[src/hdl/vlpd_pkg.sv]
`timescale 1ns / 1ps
// Package for the video line payload decoder: constants, sequencer and
// phase types, and the command struct for the bit-serial CRC unit.
package vlpd_pkg;

   localparam logic [15:0] WORD_BIAS  = 16'h4040;
   localparam logic [15:0] LOW_KEEP   = 16'h0101;
   localparam logic [15:0] LOW_SHIFT  = 16'hfefe;
   localparam logic [13:0] MAX_WORDS  = 14'd627;
   localparam logic [13:0] MIN_WORDS  = 14'd2;
   localparam logic [31:0] CRC_POLY   = 32'h04c11db7;
   localparam logic [31:0] CRC_PRESET = 32'hffffffff;
   localparam logic [30:0] LCG_MUL    = 31'd1103515245;
   localparam logic [30:0] LCG_ADD    = 31'd12345;
   localparam logic [2:0]  GROUP_LEN  = 3'd7;
   localparam logic [2:0]  CRC_BYTES  = 3'd4;
   localparam logic [4:0]  BITS_WORD  = 5'd16;
   localparam logic [4:0]  BITS_BYTE  = 5'd8;

   typedef enum logic [2:0] {
      ST_IDLE,
      ST_CRC,
      ST_LCG,
      ST_BYTE,
      ST_OUT
   } state_type;

   typedef enum logic [1:0] {
      PH_IDLE,
      PH_COUNT,
      PH_DATA
   } phase_type;

   typedef struct packed {
      logic        go;
      logic        init;
      logic [15:0] data;
      logic [4:0]  nbits;
   } crc_cmd_type;

endpackage

[src/hdl/vlpd_ifs.sv]
`timescale 1ns / 1ps
// Handshake channels of the video line payload decoder: captured words in,
// decoded bytes and line status out. No dependencies.
interface vlpd_req_if;
   logic        valid;
   logic        ready;
   logic [15:0] capture_word;
   logic        line_start;

   modport source (output valid, output capture_word, output line_start, input ready);
   modport sink (input valid, input capture_word, input line_start, output ready);
endinterface

interface vlpd_rsp_if;
   logic       valid;
   logic       ready;
   logic [7:0] byte_out;
   logic       byte_valid;
   logic       line_done;
   logic       line_ok;
   logic [7:0] line_number;
   logic       last;

   modport source (output valid, output byte_out, output byte_valid, output line_done,
                   output line_ok, output line_number, output last, input ready);
   modport sink (input valid, input byte_out, input byte_valid, input line_done,
                 input line_ok, input line_number, input last, output ready);
endinterface

[src/hdl/vlpd_crc_unit.sv]
`timescale 1ns / 1ps
// Bit-serial CRC-32/MPEG-2 engine, one message bit per cycle, MSB first.
// Depends on vlpd_pkg.
module vlpd_crc_unit (
   input  logic                  clock,
   input  logic                  reset,
   input  vlpd_pkg::crc_cmd_type cmd,
   output logic [31:0]           crc,
   output logic                  busy
);
   import vlpd_pkg::*;

   logic [31:0] crc_ff, crc_in;
   logic [15:0] data_ff, data_in;
   logic [4:0]  cnt_ff, cnt_in;
   logic        fb;

   always_comb begin
      crc_in  = crc_ff;
      data_in = data_ff;
      cnt_in  = cnt_ff;
      fb      = crc_ff[31] ^ data_ff[15];
      if (cmd.go) begin
         // load the message, left aligned
         if (cmd.init) begin
            crc_in = CRC_PRESET;
         end
         data_in = cmd.data;
         cnt_in  = cmd.nbits;
      end else if (cnt_ff != 5'd0) begin
         crc_in  = {crc_ff[30:0], 1'b0} ^ (fb ? CRC_POLY : 32'd0);
         data_in = {data_ff[14:0], 1'b0};
         cnt_in  = cnt_ff - 5'd1;
      end
   end

   always_ff @(posedge clock) begin
      if (reset) begin
         crc_ff <= CRC_PRESET;
         cnt_ff <= 5'd0;
      end else begin
         crc_ff <= crc_in;
         cnt_ff <= cnt_in;
      end
      data_ff <= data_in;
   end

   assign crc  = crc_ff;
   assign busy = (cnt_ff != 5'd0);

   // a command is only issued while the engine is idle
   assert property (@(posedge clock) disable iff (reset) cmd.go |-> !busy)
      else $error("crc command while busy");
   // a byte command loads the byte bit count as its step count
   assert property (@(posedge clock) disable iff (reset)
      (cmd.go && cmd.nbits == BITS_BYTE) |=> (cnt_ff == BITS_BYTE))
      else $error("crc byte count not loaded");
   assert property (@(posedge clock) disable iff (reset)
      (busy && !cmd.go) |=> (cnt_ff == $past(cnt_ff) - 5'd1))
      else $error("crc step count did not advance");

endmodule

[src/hdl/video_line_payload_decoder_top.sv]
`timescale 1ns / 1ps
// Video line payload decoder, top level. Depends on vlpd_pkg, vlpd_ifs and
// vlpd_crc_unit.
// A prefix word occupies the block for its serial CRC pass; a header word, or a
// count word in range, is handled in the idle state; a data word, when rsp is
// taken at once, runs per byte one scrambler multiply and one byte stage, and for
// bytes past the CRC field a pass of the bit-serial CRC unit, which sets the rate. One word is in work at a time.
// Reset: synchronous, active high; waits for a prefix word, CRC all ones.
module video_line_payload_decoder_top (
   input logic        clock,
   input logic        reset,
   vlpd_req_if.sink   req_chan,
   vlpd_rsp_if.source rsp_chan
);
   import vlpd_pkg::*;

   // sequencer
   state_type   state_ff, state_in;

   // line state
   phase_type   phase_ff, phase_in;
   logic [15:0] low_ff, low_in;          // header bits not yet used
   logic [2:0]  grp_ff, grp_in;          // data words left in the group
   logic [13:0] words_ff, words_in;      // data words left in the line
   logic [30:0] scr_ff, scr_in;          // scrambler generator
   logic [31:0] recv_ff, recv_in;        // CRC carried in bytes 0..3
   logic [2:0]  pos_ff, pos_in;          // bytes seen, held at four
   logic [7:0]  lidx_ff, lidx_in;        // line number

   // word in work
   logic [15:0] word_ff, word_in;        // rebuilt data word
   logic        sel_ff, sel_in;          // 0 high byte, 1 low byte
   logic        pend_ff, pend_in;        // a result waits behind the CRC pass

   // result register
   logic [7:0]  ob_ff, ob_in;
   logic        obv_ff, obv_in;
   logic        odone_ff, odone_in;
   logic        ook_ff, ook_in;
   logic        olast_ff, olast_in;

   crc_cmd_type crc_cmd;
   logic [31:0] crc_val;
   logic        crc_busy;

   logic        req_fire, rsp_fire;
   logic [15:0] cur;
   logic [13:0] cnt;
   logic [30:0] lcg_next;
   logic [7:0]  raw_byte, dec_byte;

   vlpd_crc_unit u_crc (
      .clock (clock),
      .reset (reset),
      .cmd   (crc_cmd),
      .crc   (crc_val),
      .busy  (crc_busy)
   );

   assign req_chan.ready = (state_ff == ST_IDLE);
   assign req_fire       = req_chan.valid && req_chan.ready;
   assign rsp_chan.valid = (state_ff == ST_OUT);
   assign rsp_fire       = rsp_chan.valid && rsp_chan.ready;

   // bias removal, count assembly, scrambler step and byte descramble
   assign cur      = req_chan.capture_word - WORD_BIAS;
   assign cnt      = {cur[14:8], cur[6:0]};
   assign lcg_next = (scr_ff * LCG_MUL) + LCG_ADD;
   assign raw_byte = sel_ff ? word_ff[7:0] : word_ff[15:8];
   assign dec_byte = raw_byte ^ scr_ff[15:8];

   // next state
   always_comb begin
      state_in = state_ff;
      case (state_ff)
         ST_IDLE: begin
            if (req_fire) begin
               if (req_chan.line_start) begin
                  state_in = ST_CRC;
               end else if (phase_ff == PH_COUNT) begin
                  if (cnt > MAX_WORDS || cnt < MIN_WORDS) begin
                     state_in = ST_OUT;
                  end
               end else if (phase_ff == PH_DATA && grp_ff != 3'd0) begin
                  state_in = ST_LCG;
               end
            end
         end
         ST_CRC: begin
            if (!crc_busy) begin
               state_in = pend_ff ? ST_OUT : ST_IDLE;
            end
         end
         ST_LCG: begin
            state_in = ST_BYTE;
         end
         ST_BYTE: begin
            state_in = (pos_ff < CRC_BYTES) ? ST_OUT : ST_CRC;
         end
         ST_OUT: begin
            if (rsp_fire) begin
               if (odone_ff) begin
                  state_in = ST_IDLE;
               end else if (!sel_ff) begin
                  state_in = ST_LCG;
               end else if (words_ff == 14'd0) begin
                  state_in = ST_OUT;
               end else begin
                  state_in = ST_IDLE;
               end
            end
         end
         default: begin
            state_in = ST_IDLE;
         end
      endcase
   end

   // datapath and outputs
   always_comb begin
      phase_in = phase_ff;
      low_in   = low_ff;
      grp_in   = grp_ff;
      words_in = words_ff;
      scr_in   = scr_ff;
      recv_in  = recv_ff;
      pos_in   = pos_ff;
      lidx_in  = lidx_ff;
      word_in  = word_ff;
      sel_in   = sel_ff;
      pend_in  = pend_ff;
      ob_in    = ob_ff;
      obv_in   = obv_ff;
      odone_in = odone_ff;
      ook_in   = ook_ff;
      olast_in = olast_ff;
      crc_cmd  = '0;

      case (state_ff)
         ST_IDLE: begin
            if (req_fire) begin
               if (req_chan.line_start) begin
                  // new prefix: seed everything, drop any open line
                  lidx_in       = req_chan.capture_word[15:8];
                  scr_in        = {15'd0, req_chan.capture_word};
                  recv_in       = 32'd0;
                  pos_in        = 3'd0;
                  low_in        = 16'd0;
                  grp_in        = 3'd0;
                  words_in      = 14'd0;
                  phase_in      = PH_COUNT;
                  pend_in       = 1'b0;
                  crc_cmd.go    = 1'b1;
                  crc_cmd.init  = 1'b1;
                  crc_cmd.data  = req_chan.capture_word;
                  crc_cmd.nbits = BITS_WORD;
               end else begin
                  case (phase_ff)
                     PH_COUNT: begin
                        if (cnt > MAX_WORDS || cnt < MIN_WORDS) begin
                           // bad length: close the line as failed
                           phase_in = PH_IDLE;
                           ob_in    = 8'd0;
                           obv_in   = 1'b0;
                           odone_in = 1'b1;
                           ook_in   = 1'b0;
                           olast_in = 1'b1;
                        end else begin
                           words_in = cnt;
                           grp_in   = 3'd0;
                           phase_in = PH_DATA;
                        end
                     end
                     PH_DATA: begin
                        if (grp_ff == 3'd0) begin
                           low_in = cur;
                           grp_in = GROUP_LEN;
                        end else begin
                           word_in  = {cur[14:0], 1'b0} | (low_ff & LOW_KEEP);
                           low_in   = (low_ff & LOW_SHIFT) >> 1;
                           grp_in   = grp_ff - 3'd1;
                           words_in = words_ff - 14'd1;
                           sel_in   = 1'b0;
                        end
                     end
                     default: begin
                        // no line open: drop the word
                     end
                  endcase
               end
            end
         end
         ST_CRC: begin
            if (!crc_busy) begin
               pend_in = 1'b0;
            end
         end
         ST_LCG: begin
            scr_in = lcg_next;
         end
         ST_BYTE: begin
            ob_in    = dec_byte;
            obv_in   = 1'b1;
            odone_in = 1'b0;
            ook_in   = 1'b0;
            // the low byte ends the word's results unless the status item follows
            olast_in = sel_ff && (words_ff != 14'd0);
            if (pos_ff < CRC_BYTES) begin
               // first four bytes carry the expected CRC
               recv_in = {recv_ff[23:0], dec_byte};
               pos_in  = pos_ff + 3'd1;
            end else begin
               pend_in       = 1'b1;
               crc_cmd.go    = 1'b1;
               crc_cmd.init  = 1'b0;
               crc_cmd.data  = {dec_byte, 8'd0};
               crc_cmd.nbits = BITS_BYTE;
            end
         end
         ST_OUT: begin
            if (rsp_fire && !odone_ff) begin
               if (!sel_ff) begin
                  sel_in = 1'b1;
               end else if (words_ff == 14'd0) begin
                  // last data word: follow with the status item
                  phase_in = PH_IDLE;
                  ob_in    = 8'd0;
                  obv_in   = 1'b0;
                  odone_in = 1'b1;
                  ook_in   = (crc_val == recv_ff);
                  olast_in = 1'b1;
               end
            end
         end
         default: begin
         end
      endcase
   end

   always_ff @(posedge clock) begin
      if (reset) begin
         state_ff <= ST_IDLE;
         phase_ff <= PH_IDLE;
         low_ff   <= 16'd0;
         grp_ff   <= 3'd0;
         words_ff <= 14'd0;
         scr_ff   <= 31'd0;
         recv_ff  <= 32'd0;
         pos_ff   <= 3'd0;
         lidx_ff  <= 8'd0;
         pend_ff  <= 1'b0;
      end else begin
         state_ff <= state_in;
         phase_ff <= phase_in;
         low_ff   <= low_in;
         grp_ff   <= grp_in;
         words_ff <= words_in;
         scr_ff   <= scr_in;
         recv_ff  <= recv_in;
         pos_ff   <= pos_in;
         lidx_ff  <= lidx_in;
         pend_ff  <= pend_in;
      end
      word_ff  <= word_in;
      sel_ff   <= sel_in;
      ob_ff    <= ob_in;
      obv_ff   <= obv_in;
      odone_ff <= odone_in;
      ook_ff   <= ook_in;
      olast_ff <= olast_in;
   end

   assign rsp_chan.byte_out    = ob_ff;
   assign rsp_chan.byte_valid  = obv_ff;
   assign rsp_chan.line_done   = odone_ff;
   assign rsp_chan.line_ok     = ook_ff;
   assign rsp_chan.line_number = lidx_ff;
   assign rsp_chan.last        = olast_ff;

   // no new word is taken while a result is pending
   assert property (@(posedge clock) disable iff (reset) rsp_chan.valid |-> !req_chan.ready)
      else $error("input accepted while result pending");
   // the status item always closes the word's results
   assert property (@(posedge clock) disable iff (reset)
      (rsp_chan.valid && rsp_chan.line_done) |-> (rsp_chan.last && !rsp_chan.byte_valid))
      else $error("status item not marked last");
   // a byte item never carries status
   assert property (@(posedge clock) disable iff (reset)
      (rsp_chan.valid && rsp_chan.byte_valid) |-> (!rsp_chan.line_done && !rsp_chan.line_ok))
      else $error("byte item carries status");
   // every scrambler step is followed by a byte stage
   assert property (@(posedge clock) disable iff (reset) (state_ff == ST_LCG) |=> (state_ff == ST_BYTE))
      else $error("scrambler step not followed by byte stage");

endmodule

[src/flat_wrapper.sv]
// flat-port wrapper written by rule: the top's interface ports become plain ports
module video_line_payload_decoder_top_flat import vlpd_pkg::*;
  (clock, reset, req_chan_valid, req_chan_capture_word, req_chan_line_start, req_chan_ready, rsp_chan_valid, rsp_chan_byte_out, rsp_chan_byte_valid, rsp_chan_line_done, rsp_chan_line_ok, rsp_chan_line_number, rsp_chan_last, rsp_chan_ready);
  vlpd_req_if req_chan_i ();
  vlpd_rsp_if rsp_chan_i ();
  input logic clock;
  input logic reset;
  input wire logic [$bits(req_chan_i.valid)-1:0] req_chan_valid;
  input wire logic [$bits(req_chan_i.capture_word)-1:0] req_chan_capture_word;
  input wire logic [$bits(req_chan_i.line_start)-1:0] req_chan_line_start;
  output wire logic [$bits(req_chan_i.ready)-1:0] req_chan_ready;
  output wire logic [$bits(rsp_chan_i.valid)-1:0] rsp_chan_valid;
  output wire logic [$bits(rsp_chan_i.byte_out)-1:0] rsp_chan_byte_out;
  output wire logic [$bits(rsp_chan_i.byte_valid)-1:0] rsp_chan_byte_valid;
  output wire logic [$bits(rsp_chan_i.line_done)-1:0] rsp_chan_line_done;
  output wire logic [$bits(rsp_chan_i.line_ok)-1:0] rsp_chan_line_ok;
  output wire logic [$bits(rsp_chan_i.line_number)-1:0] rsp_chan_line_number;
  output wire logic [$bits(rsp_chan_i.last)-1:0] rsp_chan_last;
  input wire logic [$bits(rsp_chan_i.ready)-1:0] rsp_chan_ready;
  assign req_chan_i.valid = req_chan_valid;
  assign req_chan_i.capture_word = req_chan_capture_word;
  assign req_chan_i.line_start = req_chan_line_start;
  assign req_chan_ready = req_chan_i.ready;
  assign rsp_chan_valid = rsp_chan_i.valid;
  assign rsp_chan_byte_out = rsp_chan_i.byte_out;
  assign rsp_chan_byte_valid = rsp_chan_i.byte_valid;
  assign rsp_chan_line_done = rsp_chan_i.line_done;
  assign rsp_chan_line_ok = rsp_chan_i.line_ok;
  assign rsp_chan_line_number = rsp_chan_i.line_number;
  assign rsp_chan_last = rsp_chan_i.last;
  assign rsp_chan_i.ready = rsp_chan_ready;
  video_line_payload_decoder_top u_core (.clock(clock), .reset(reset), .req_chan(req_chan_i), .rsp_chan(rsp_chan_i));
endmodule
[config.mk]
export PLATFORM = sky130hd
export DESIGN_NAME = video_line_payload_decoder_top_flat
export DESIGN_NICKNAME = d
export VERILOG_FILES = /design/src/hdl/vlpd_pkg.sv /design/src/hdl/vlpd_ifs.sv /design/src/hdl/vlpd_crc_unit.sv /design/src/hdl/video_line_payload_decoder_top.sv /design/src/flat_wrapper.sv
export SDC_FILE = /design/constraint.sdc
export NUM_CORES = 1
export LEC_CHECK = 0
export BUFFER_PORTS_ARGS = -buffer_cell sky130_fd_sc_hd__buf_4
export CAP_MARGIN = 10
export CORE_UTILIZATION = 40
export CTS_CLUSTER_SIZE = 20
export DETAILED_ROUTE_END_ITERATION = 8
export HOLD_SLACK_MARGIN = 0.03
export PLACE_DENSITY_LB_ADDON = 0.2
export SYNTH_ARGS = -nofsm -noshare
export SYNTH_HDL_FRONTEND = slang
export SYNTH_SLANG_ARGS = --single-unit
[constraint.sdc]
create_clock -name clock -period 14.5 [get_ports clock]
set_input_delay 2.175 -clock clock [delete_from_list [all_inputs] [get_ports clock]]
set_output_delay 2.175 -clock clock [all_outputs]
set_load 0.02 [all_outputs]
==> impl_metrics.tcl, run 1 <==
set metrics [dict create \
    rsz0062_at_grt "false" \
    peakVddDrop_uv 148 \
    fin_crit_sh_pct 40.4 \
    finalHoldViolCount 0 \
    routedWlPerCell_um 17.9 \
    fin_nets 1426 \
    via_count 9059 \
    slew_viol_final 0 \
    ctsResizeCount 0 \
    drc 0 \
    r2r_slack_ps 8640 \
    synthesis.area_um2 11300 \
    maxCapViolations 0 \
    synth_largest_area_cell "dfxtp_1" \
    crit_fanout 9 \
    final_util_pct 45.2 \
    powerDensity_nw_per_um2 241 \
    numPortBuffers 42 \
    ys_ff_latch 180 \
    worstMarginPinSlew_ps 1030 \
    drt_pass1_iterations 5 \
    drive_above_1_share_pct 8.88 \
    htreeDepth 4 \
    clock_latency_ps 430 \
    io_pins 43 \
    grt_pass1_vias 8672 \
    dp_hpwl_mm 21.6 \
    gp_congestion 0.936 \
    dpl_cell_area_um2 11900 \
    status "finished, final reports clean" \
    clock-skew-final_ps 8.09 \
    grt_max_degree 60 \
    hold_path.class "reg -> reg" \
    syn_avg_cell_area_um2 8.85 \
    synth_area_leaders "dfxtp_1 (24%), edfxtp_1 (12%), ha_1 (9.2%), fa_1 (7.1%), xnor2_1 (5.5%)" \
    fin_area_um2 12600 \
    gr-total-overflow 0 \
    wl_mm 30.0 \
    worstSetupEndpointType "register" \
    synth_cell_types 75 \
    grt_first_pass_wirelength_mm 48.0 \
    fin_crit_ps 5860 \
    required_ps 14820 \
    hold_buffers 0 \
    synth_ff_type "dfxtp_1" \
    cts_buffers 17 \
    tns_ps 0 \
    antenna_found_initial 0 \
    cts_setup_buffers 0 \
    cts.sinks 180 \
    syn_nets 1421 \
    fp.dieArea_um2 28900 \
    cts_root_buffer "clkbuf_16" \
    start_util_pct 40.7 \
    vias_per_cell 5.41 \
    diodes 0 \
    max-slew-margin-rel_pct 31.5 \
    syn_inst 1277 \
    ys_seq_area_share_pct 35.9 \
    path_class "reg -> reg" \
    clockBufferDepth 2 \
    synthArstFlopShare_pct 0 \
    rows 61 \
    die_height_um 170 \
    synth-warning-count 0 \
    synth-edff-count 45 \
    synth_top_area_share_pct 23.9 \
    tritoncts "yes" \
    ant_nets 0 \
    cellLeakagePower_nw 5.21 \
    setup_viol 0 \
    timing.fmax_mhz 171 \
    cp-start-kind "register" \
    areaGrowthSynthToFinish_pct 11.1 \
    clk_pin_slew_ps 60 \
    drtIter0Drc 727 \
    core_um2 27800 \
    cp_data_arrival_time_ps 6170 \
    groute.usage.overall_pct 21.6 \
    die_x_um 170 \
]
-- layout make-up --
class                      count  area (um2)
tap                          378         473
multi-input combinational    886        6420
inverter                     138         518
clock buffer                  23         532
sequential                   180        4050
timing repair buffer          59         443
clock inverter                 9         110
fill                        2791       15200
-- power by group --
| group | internal (mW) | leakage [nW] | total, mW | switching [mW] |
|---|---|---|---|---|
| combinational | 0.775 | 3.37 | 1.85 | 1.08 |
| sequential | 0.600 | 1.52 | 0.670 | 0.0693 |
| clock | 0.295 | 0.315 | 0.501 | 0.206 |
| total | 1.67 | 5.21 | 3.03 | 1.36 |
-- critical path, cell delays in order (launching register included) --
cell and delay (ps):
dfxtp_1 530, inv_1 80, ha_1 350, inv_1 160, ha_1 180, inv_1 60, fa_1 520, inv_1 50
fa_1 490, ha_1 310, ha_1 300, fa_1 530, inv_1 50, fa_1 530, inv_1 40, ha_1 330
a2111oi_0 340, o21ai_0 180, nor2_1 110, o21ai_0 110, xnor2_1 140, a2111oi_0 350
-- metal layers --
layer  vias to the layer above  routed length (um)  GRT usage [%]
met5                         -                   0              0
met4                         0                 389           5.88
met3                        32                1470           3.35
met1                      4371               14300           30.3
li1                       4415                   -              -
met2                       241               13900           34.2
-- through the flow --
step / setup slack (ps) / hold WS, ps / std cells / total power, mW
6_report: 8640 / 436 / 1673 / 3.03
5_1_grt: 8070 / 455 / 1673 / 3.36
2_1_floorplan: 9060 / 409 / 1277 / 2.10
3_3_place_gp: 8740 / 416 / 1641 / 2.52
3_5_place_dp: 8570 / 418 / 1641 / 2.56
4_1_cts: 8600 / 434 / 1673 / 3.06
-- state kept, by name, indices dropped and copies added, names as in the netlist, 5 cells and up --
| name | flops |
|---|---|
| u_core.recv_ff | 32 |
| u_core.u_crc.crc | 32 |
| u_core.low_ff | 16 |
| u_core.scr_ff | 16 |
| u_core.u_crc.data_ff | 16 |
| u_core.word_ff | 16 |
| u_core.words_ff | 14 |
| u_core.rsp_chan.byte_out | 8 |
| u_core.rsp_chan.line_number | 8 |
| u_core.u_crc.cnt_ff | 5 |
-- cell usage in the layout, fill, tap and decap left out, types with 4 or more instances in the layout --
cell,instances
and2_1,12
a22o_1,5
or3_1,4
edfxtp_1,45
o31ai_1,16
nor4_1,10
o21ai_0,65
xor2_1,22
mux2i_1,16
ha_1,83
nand2b_1,10
o21a_1,4
a211oi_1,11
buf_4,59
a21o_1,5
clkbuf_16,20
nor3_1,44
a222oi_1,7
nand2_1,133
o2111ai_1,10
a21oi_1,81
a211o_1,4
a311oi_1,6
nand4_1,8
xnor2_1,71
a31oi_1,7
inv_1,138
or2_2,8
dfxtp_1,135
a22oi_1,11
nor2b_1,5
o211ai_1,6
a2111oi_0,6
nand3_1,45
fa_1,40
nor2_1,83
-- logic make-up (layout without fill, tap and decap cells) --
kind of cell,Yosys count,in the layout,share of synthesized area [%]
XOR/XNOR,95,95,7.55
flip-flops,180,180,35.9
AO/OA/AOI/OAI,267,267,15.4
adder cells (fa/ha/maj),123,123,16.3
multiplexers,18,18,1.62
AND/OR/NAND/NOR,383,383,15.9
buffers and inverters,211,229,7.39
-- cell usage after synthesis, types with 12 or more instances --
master    number
mux2i_1       16
xor2_1        22
nand2_1      133
a21oi_1       81
inv_1        138
and2_1        12
nor3_1        44
fa_1          40
nor2_1        86
ha_1          83
edfxtp_1      45
clkbuf_1      62
xnor2_1       71
o31ai_1       16
nand3_1       45
dfxtp_1      135
o21ai_0       65
-- final timing paths --
kind / start / to / cells after the start
max reg2reg: u_core.scr_ff[0] / u_core.scr_ff[15] / 21
max: u_core.scr_ff[0] / u_core.scr_ff[15] / 21
min reg2reg: u_core.low_ff[0] / u_core.word_ff[0] / 0
min: u_core.low_ff[0] / u_core.word_ff[0] / 0
Power figures use the tool's default switching activity.
==> inputs of run 2 (changes only) <==
==> constraint.sdc (replaced) <==
create_clock -name clock -period 5.2 [get_ports clock]
set_input_delay 0.78 -clock clock [delete_from_list [all_inputs] [get_ports clock]]
set_output_delay 0.78 -clock clock [all_outputs]
set_load 0.02 [all_outputs]
==> impl_metrics.tcl, run 2 (synthesis gave the netlist of run 1 again) <==
set metrics [dict create \
    start_util_pct 40.7 \
    groute.usage.overall_pct 22.0 \
    peakVddDrop_uv 487 \
    via_count 9300 \
    slew_viol_final 0 \
    worstSetupEndpointType "register" \
    io_pins 43 \
    place_inst 1678 \
    core_um2 27800 \
    required_ps 5570 \
    cellLeakagePower_nw 5.35 \
    dp_hpwl_mm 22.3 \
    fillers 2785 \
    routedWlPerCell_um 18.0 \
    cts.sinks 180 \
    cp_data_arrival_time_ps 5540 \
    areaGrowthSynthToFinish_pct 15.4 \
    grt_max_degree 59 \
    fin_crit_sh_pct 99.5 \
    final_util_pct 46.9 \
    path_class "reg -> reg" \
    vias_per_cell 5.43 \
    regArea_um2 4070 \
    max-slew-margin-rel_pct 22.3 \
    setup_viol 0 \
    drc 0 \
    tns_ps 0 \
    dpl_cell_area_um2 12200 \
    hold_path.class "reg -> reg" \
    antenna_found_initial 0 \
    fin_crit_ps 5170 \
    status "finished, final reports clean" \
    drtIter0Drc 724 \
    rsz0062_at_grt "true" \
    htreeDepth 4 \
    hold_buffers 0 \
    multi_input_area_um2 6680 \
    powerDensity_nw_per_um2 731 \
    drt_pass1_iterations 5 \
    grt_pass1_vias 8825 \
    wl_mm 30.8 \
    maxCapViolations 0 \
    clockBufferDepth 2 \
    ant_nets 0 \
    finalHoldViolCount 0 \
    clock-skew-final_ps 11.7 \
    cts_buffers 17 \
    clock_latency_ps 440 \
    drive_above_1_share_pct 15.1 \
    fp.dieArea_um2 28900 \
    gp_congestion 0.889 \
    stdcell_count 1712 \
    worst_hold_slack_ps 432 \
    clk_pin_slew_ps 70 \
    crit_fanout 4 \
    die_x_um 170 \
    worstMarginPinSlew_ps 1160 \
    cp-start-kind "register" \
    grt_first_pass_wirelength_mm 48.9 \
    timing.fmax_mhz 193 \
    numPortBuffers 42 \
    tritoncts "yes" \
    gr-total-overflow 0 \
    rows 61 \
    cts_root_buffer "clkbuf_16" \
    fin_area_um2 13000 \
    die_height_um 170 \
    final_common_cell "nand2_1" \
    fin_nets 1464 \
    final_cell_mix "nand2_1 (133), inv_1 (126), dfxtp_1 (125)" \
]
run 2: critical path, stage by stage (launching register included):
cell     delay, ps
dfxtp_4        370
ha_4           280
fa_1           440
fa_1           520
inv_1           60
fa_1           490
inv_1           50
ha_1           270
inv_1           40
fa_1           490
inv_2           40
fa_1           540
inv_2           40
fa_1           540
inv_2           50
ha_4           230
buf_4          130
xor2_1         150
a211o_1        280
a21oi_2        110
run 2: where the power goes:
part           switching [mW]  leakage [nW]  internal (mW)
logic                    3.44          3.55           2.98
registers               0.168          1.53           1.68
clock network           0.570         0.272          0.691
run 2: area by class of cell:
type | count | share of cell area (%)
antenna | 1 | 0.0192
clock buffer | 21 | 3.54
clock inverter | 11 | 0.748
inverter | 138 | 3.97
multi-input combinational | 886 | 51.2
sequential | 180 | 31.2
tap | 378 | 3.63
timing repair buffer | 97 | 5.61
run 2: layer usage:
layer / track usage [%] / vias up / wire (um)
met4: 7.40 / 0 / 667
met3: 3.60 / 42 / 1470
met1: 30.3 / 4527 / 14600
met2: 34.8 / 234 / 14100
li1: - / 4497 / -
met5: 0 / - / 0
run 2: final timing paths:
check / endpoint / start / cells past startpoint / slack (ps)
max: u_core.scr_ff[13] / u_core.scr_ff[8] / 19 / 30
min reg2reg: u_core.word_ff[0] / u_core.low_ff[0] / 0 / 430
max reg2reg: u_core.scr_ff[13] / u_core.scr_ff[8] / 19 / 30
min: u_core.word_ff[0] / u_core.low_ff[0] / 0 / 430
run 2: repair_timing:
action / 4_1_cts / 5_1_grt
resized for setup: 40 / 13
hold endpoints to repair: 0 / 0
pin swaps: 32 / 17
endpoints found under the setup margin: 4 / 3
setup buffers: 1 / 0
gates cloned: 0 / 0
run 2: stage by stage:
step	power, mW	setup slack (ps)
after CTS	9.43	-172
after global placement	7.61	-168
after detailed placement	7.73	-275
final	9.53	25.8
after floorplan	6.08	16.1
after global routing	10.5	-231
